--- src/rtl/pud_pkg.sv ---
package pud_pkg;

  localparam logic [7:0] PCT_CHAR = 8'h25;
  localparam logic [7:0] CH_0     = 8'h30;
  localparam logic [7:0] CH_9     = 8'h39;
  localparam logic [7:0] CH_LA    = 8'h61;
  localparam logic [7:0] CH_LF    = 8'h66;
  localparam logic [7:0] CH_LZ    = 8'h7a;
  localparam logic [7:0] CH_UA    = 8'h41;
  localparam logic [7:0] CH_UF    = 8'h46;
  localparam logic [7:0] CH_UZ    = 8'h5a;

  localparam logic [1:0] PH_NONE = 2'd0;
  localparam logic [1:0] PH_PCT  = 2'd1;
  localparam logic [1:0] PH_HELD = 2'd2;

  localparam int unsigned QDEPTH = 3;

  typedef struct packed {
    logic [7:0]  data;
    logic        last;
    logic [15:0] count;
  } beat_t;

  function automatic logic is_alnum(input logic [7:0] c);
    return (c >= CH_0 && c <= CH_9) || (c >= CH_LA && c <= CH_LZ) ||
           (c >= CH_UA && c <= CH_UZ);
  endfunction

  // Bit 4 set means the character is not a hex digit.
  function automatic logic [4:0] hex_of(input logic [7:0] c);
    logic [4:0] v;
    v = 5'h10;
    if (c >= CH_0 && c <= CH_9) begin
      v = 5'(c - CH_0);
    end else if (c >= CH_LA && c <= CH_LF) begin
      v = 5'(c - CH_LA + 8'd10);
    end else if (c >= CH_UA && c <= CH_UF) begin
      v = 5'(c - CH_UA + 8'd10);
    end
    return v;
  endfunction

  function automatic logic [7:0] decode_pair(input logic [7:0] c1, input logic [7:0] c2);
    logic [4:0] h1;
    logic [4:0] h2;
    logic [7:0] v;
    h1 = hex_of(c1);
    h2 = hex_of(c2);
    if (h1[4]) begin
      v = 8'h00;
    end else if (h2[4]) begin
      v = {4'h0, h1[3:0]};
    end else begin
      v = {h1[3:0], h2[3:0]};
    end
    return v;
  endfunction

  function automatic logic [15:0] sat_inc(input logic [15:0] x);
    return (x == 16'hffff) ? x : x + 16'd1;
  endfunction

endpackage

--- src/rtl/percent_url_decoder_core.sv ---
// Percent decoder for escaped strings. One byte beat is taken per cycle; a beat
// can yield zero to three output beats, which drain from a three-entry result
// queue at one per cycle while the output side is not stalled, so input stalls
// only while a broken escape flushes more than one byte or the output side
// stalls. Results appear in the cycle after the input beat is taken.
module percent_url_decoder_core
  import pud_pkg::*;
(
  input  logic        clk,
  input  logic        rst_n,
  input  logic        in_valid,
  output logic        in_stall,
  input  logic [7:0]  in_byte,
  input  logic        in_last,
  output logic        out_valid,
  input  logic        out_stall,
  output logic [7:0]  out_byte,
  output logic        out_last,
  output logic [15:0] out_count
);

  logic [1:0]  phase_r, phase_nxt;
  logic [7:0]  held_r, held_nxt;
  logic [15:0] prod_r, prod_nxt;
  logic [1:0]  cnt_r, cnt_nxt;
  beat_t       q_r [QDEPTH];
  beat_t       q_nxt [QDEPTH];

  beat_t       new_q [QDEPTH];
  logic [1:0]  new_n;
  logic        pop, push;
  logic [15:0] c1, c2, c3;

  assign out_valid = (cnt_r != 2'd0);
  assign out_byte  = q_r[0].data;
  assign out_last  = q_r[0].last;
  assign out_count = q_r[0].count;
  assign pop       = out_valid && !out_stall;
  assign in_stall  = (cnt_r > 2'd1) || ((cnt_r == 2'd1) && out_stall);
  assign push      = in_valid && !in_stall;

  assign c1 = sat_inc(prod_r);
  assign c2 = sat_inc(c1);
  assign c3 = sat_inc(c2);

  always_comb begin
    logic fresh_emit;
    logic fresh_pct;
    logic [1:0] npre;
    fresh_pct  = (in_byte == PCT_CHAR) && !in_last;
    fresh_emit = !fresh_pct;
    npre       = 2'd0;
    phase_nxt  = phase_r;
    held_nxt   = held_r;
    for (int i = 0; i < QDEPTH; i++) begin
      new_q[i] = '{data: in_byte, last: in_last, count: c1};
    end
    new_q[1].count = c2;
    new_q[2].count = c3;
    case (phase_r)
      PH_PCT: begin
        if (is_alnum(in_byte) && !in_last) begin
          fresh_emit = 1'b0;
          held_nxt   = in_byte;
          phase_nxt  = PH_HELD;
        end else begin
          npre      = 2'd1;
          phase_nxt = fresh_pct ? PH_PCT : PH_NONE;
        end
      end
      PH_HELD: begin
        if (is_alnum(in_byte)) begin
          fresh_emit = 1'b0;
          npre       = 2'd0;
          new_q[0].data = decode_pair(held_r, in_byte);
          new_q[0].last = in_last;
          phase_nxt  = PH_NONE;
        end else begin
          npre      = 2'd2;
          phase_nxt = fresh_pct ? PH_PCT : PH_NONE;
        end
      end
      default: begin
        phase_nxt = fresh_pct ? PH_PCT : PH_NONE;
      end
    endcase
    if (npre != 2'd0) begin
      new_q[0].data = PCT_CHAR;
      new_q[0].last = 1'b0;
    end
    if (npre == 2'd2) begin
      new_q[1].data = held_r;
      new_q[1].last = 1'b0;
    end
    if (phase_r == PH_HELD && is_alnum(in_byte)) begin
      new_n = 2'd1;
    end else begin
      new_n = npre + {1'b0, fresh_emit};
    end
    case (new_n)
      2'd1:    prod_nxt = c1;
      2'd2:    prod_nxt = c2;
      2'd3:    prod_nxt = c3;
      default: prod_nxt = prod_r;
    endcase
    if (in_last) begin
      phase_nxt = PH_NONE;
      held_nxt  = 8'h00;
      prod_nxt  = 16'h0000;
    end
  end

  always_comb begin
    cnt_nxt = cnt_r;
    for (int i = 0; i < QDEPTH; i++) begin
      q_nxt[i] = q_r[i];
    end
    if (push) begin
      cnt_nxt = new_n;
      for (int i = 0; i < QDEPTH; i++) begin
        q_nxt[i] = new_q[i];
      end
    end else if (pop) begin
      cnt_nxt = cnt_r - 2'd1;
      for (int i = 0; i < QDEPTH - 1; i++) begin
        q_nxt[i] = q_r[i + 1];
      end
    end
  end

  always_ff @(posedge clk) begin
    if (!rst_n) begin
      phase_r <= PH_NONE;
      held_r  <= 8'h00;
      prod_r  <= 16'h0000;
      cnt_r   <= 2'd0;
    end else begin
      cnt_r <= cnt_nxt;
      if (push) begin
        phase_r <= phase_nxt;
        held_r  <= held_nxt;
        prod_r  <= prod_nxt;
      end
    end
  end

  always_ff @(posedge clk) begin
    for (int i = 0; i < QDEPTH; i++) begin
      q_r[i] <= q_nxt[i];
    end
  end

endmodule

--- config.mk ---
export PLATFORM = sky130hd
export DESIGN_NAME = percent_url_decoder_core
export DESIGN_NICKNAME = d
export VERILOG_FILES = /design/src/rtl/pud_pkg.sv /design/src/rtl/percent_url_decoder_core.sv
export SDC_FILE = /design/constraint.sdc
export NUM_CORES = 1
export LEC_CHECK = 0
export ABC_AREA = 0
export BUFFER_PORTS_ARGS = -buffer_cell sky130_fd_sc_hd__buf_2
export CAP_MARGIN = 30
export CORE_MARGIN = 2
export CORE_UTILIZATION = 62
export CTS_CLUSTER_SIZE = 28
export DETAILED_ROUTE_END_ITERATION = 6
export PLACE_DENSITY = 0.82
export SLEW_MARGIN = 20
export SYNTH_ARGS = -nofsm -noshare
export SYNTH_HDL_FRONTEND = slang
export SYNTH_SLANG_ARGS = --single-unit
--- constraint.sdc ---
create_clock -name clk -period 5.6 [get_ports clk]
set_input_delay 0.28 -clock clk [delete_from_list [all_inputs] [get_ports clk]]
set_output_delay 0.28 -clock clk [all_outputs]
set_load 0.01 [all_outputs]
==> flow_summary.toml <==
[clocking]
cts_max_path_buffers = 2
clkSinkCount = 103
htree_levels = 3
tritoncts = "built"
numCtsBuffers = 9
clk_latency_ps = 360
clk_pin_slew_worst_paths_ps = 80
cts_hold_buf = 0
cts_root_buf = "clkbuf_16"

[critical_path]
cp-startpoint = "prod_r[1]"
cpPeakStageDelay_ps = 520
criticalPathCategory = "reg -> reg"
worst_ep_arrival_time_ps = 5520
worst-path-buf-inv = 3
startpoint_type = "flop"
critPathSlowestCell = "dfxtp_1"
crit_family = "simple AND/OR/NAND/NOR gates"
critPathRequiredTime_ps = 5860
critPathMaxFanout = 10
worstSetupEndpointType = "flop"
cp_cell_sequence = "ha_1, and4_1, nand4_1, xnor2_1, inv_1, ha_1, o221a_2, o21ai_1, nor2_4, nand4_1, xnor2_1, ha_1, inv_1, nor3_1, a21oi_1, buf_4, nor3_1, nand3_1, nand3b_1, a32o_1"
crit_path_frequent_cell = "ha_1"
timing.rr.start = "prod_r[1]"

[yosys]
synthFlopType = "edfxtp_1"
ys_ff_latch = 103
synth_common_cells = "137 x nand2_1, 75 x edfxtp_1, 73 x nor2_1"
syn_area_per_cell_um2 = 8.587
netlist_area_um2 = 7351
syn-num-nets = 886
yosys-top-cells-area = "edfxtp_1 31%, dfxtp_1 7.6%, nand2_1 7.0%"
async_reset_ff_share_pct = 0
ys_types = 86
synth_edf_count = 75
synth.most_common_cell = "nand2_1"
yosys_warnings = 0
syn_inst = 856
synth_top_area_share_pct = 30.64
ys_seq_area_share_pct = 38.26
yosys.area.top_type = "edfxtp_1"

[global_routing]
grt_pass1_wl_um = 33680
antenna_found_initial = 0
grt_max_degree = 92
gr-usage-met2_pct = 52.73
grt_use_total_pct = 34.33
grt_overflow_total = 0
grt_pass1_vias = 6244
top_usage_layer = "met2"
grtUsageMet3_pct = 7.445
grt_use_met1_pct = 47.91

[cells_and_area]
register_area_um2 = 2813
drive_gt1_share_pct = 15.02
syn_to_final_growth_pct = 7.217
multi_input_area_um2 = 4069
fillCellCount = 930
diodes = 0
instances_no_fill = 1015
nets = 897
finish.utilization_pct = 68.44

[timing]
fin_crit_sh_pct = 93.96
skew_ps = 10.19
min_period_ps = 5262
timing.slew.headroom_pct = 34.72
tightest_slew_ps = 975.7
hold_viol = 0
fmax_ghz = 0.1900
setup_viol = 0
maxSlewViolCount = 0
holdWs_ps = 182.2
rsz0062_at_grt = "true"

[power_and_ir_drop]
p_per_area_nw_per_um2 = 228.5
power.leakage_nw = 3.037
peakVddDrop_mv = 0.2283
finalPower_w = 0.001801

[floorplanning]
die-area_um2 = 12740
die_x_um = 112.9
die_h_um = 112.9
boundaryPins = 40
num_rows = 39
initial_utilization_pct = 63.83
coreArea_um2 = 11520

[hold_path]
min_from = "in_byte[7]"
hp-class = "in -> reg"

[status]
violations = "design-rule violations"
status = "complete, but fails checks"

[placement]
placed_cells = 997
numPortBuffers = 39
gp_congestion = 1.050
dp_hpwl_um = 16370

[routing]
drc = 4
first_iter_violations = 1113
dr.pass1.iters = 7
wirelength_um = 21720
via_per_inst = 6.754
vias = 6855
ant_nets = 0
wl_per_cell_um = 21.40

[job]
maxCapViolations = 0
## cells in the final DEF, fill, tap and decap left out, drive strengths merged, types with 4 or more instances in the layout
master   count
a211o        4
buf         73
clkbuf       9
o21ai       71
a221oi       4
and2        13
nand3       31
inv         27
and3        14
and4         6
ha          17
o31ai        8
o22ai        4
a211oi       8
o211ai       9
a221o        5
nor2        74
nor3        16
nand2b       7
a22o         8
o2bb2ai      4
nand4       25
a31oi        5
or4          4
nor3b        4
a21oi       44
a21o         6
a31o         4
xnor2       14
nand2      137
or3          4
nor2b        6
o21a         4
a22oi       17
mux2         9
nor4        11
xor2        12
mux2i       18
edfxtp      75
dfxtp       28
## per-stage QoR
step | cell area, um^2 | setup TNS (ps) | worst slack (ps)
after global routing | 7881 | -76.02 | -43.97
after detailed placement | 7565 | 0 | 326.6
after floorplan | 7351 | 0 | 597.4
after global placement | 7565 | 0 | 551.2
final | 7881 | 0 | 338.1
after CTS | 7851 | 0 | 295.8
## registers in the layout, indices dropped and copies added, names as in the netlist
register / cells
cnt_r: 2
held_r: 8
q_r: 75
phase_r: 2
prod_r: 16
## power breakdown
group          internal [W]  switching [W]
clock              0.000311       0.000296
combinational     0.0000792       0.000177
sequential         0.000917      0.0000214
## final timing paths
| path | end | slack, ps | cells after the start |
|---|---|---|---|
| worst min register to register | q_r[0][25] | 520 | 2 |
| worst max-delay path | prod_r[14] | 340 | 20 |
| worst min-delay path | q_r[0][74] | 180 | 1 |
| worst max register to register | prod_r[14] | 340 | 20 |
## metal layers
metal  wire length [um]  up-vias
li1                   -     3160
met1               8912     3203
met2               9691      427
met3               2394       65
met4                725        0
met5                  0        -
## worst register-to-register path, delay by kind of cell, from the launching register on
family          cells  cell delay [ps]
compound gates      4              770
xor+xnor            2              500
simple gates        8             2320
flops               1              520
buf+inv             3              360
fa+ha+maj           3              690
## cells by family after synthesis
group | share of synthesized area [%]
AND/OR/NAND/NOR | 24.63
AO/OA/AOI/OAI | 20.48
flip-flops | 38.26
buffers and inverters | 6.808
multiplexers | 3.830
XOR/XNOR | 3.098
adder cells (fa/ha/maj) | 2.894
## area by class of cell
cell class,count,area share (%)
Clock buffer,9,2.858
Clock inverter,7,0.7779
Inverter,23,1.095
Multi-Input combinational cell,657,51.63
Sequential cell,103,35.69
Tap cell,143,2.270
Timing Repair Buffer,73,5.683
## repair_timing
item / CTS / global route
endpoints found under the setup margin: 0 / 11
resized for setup: 0 / 2
setup buffers: 0 / 1
endpoints found under the hold margin: 0 / 0
Power figures use the tool's default switching activity.
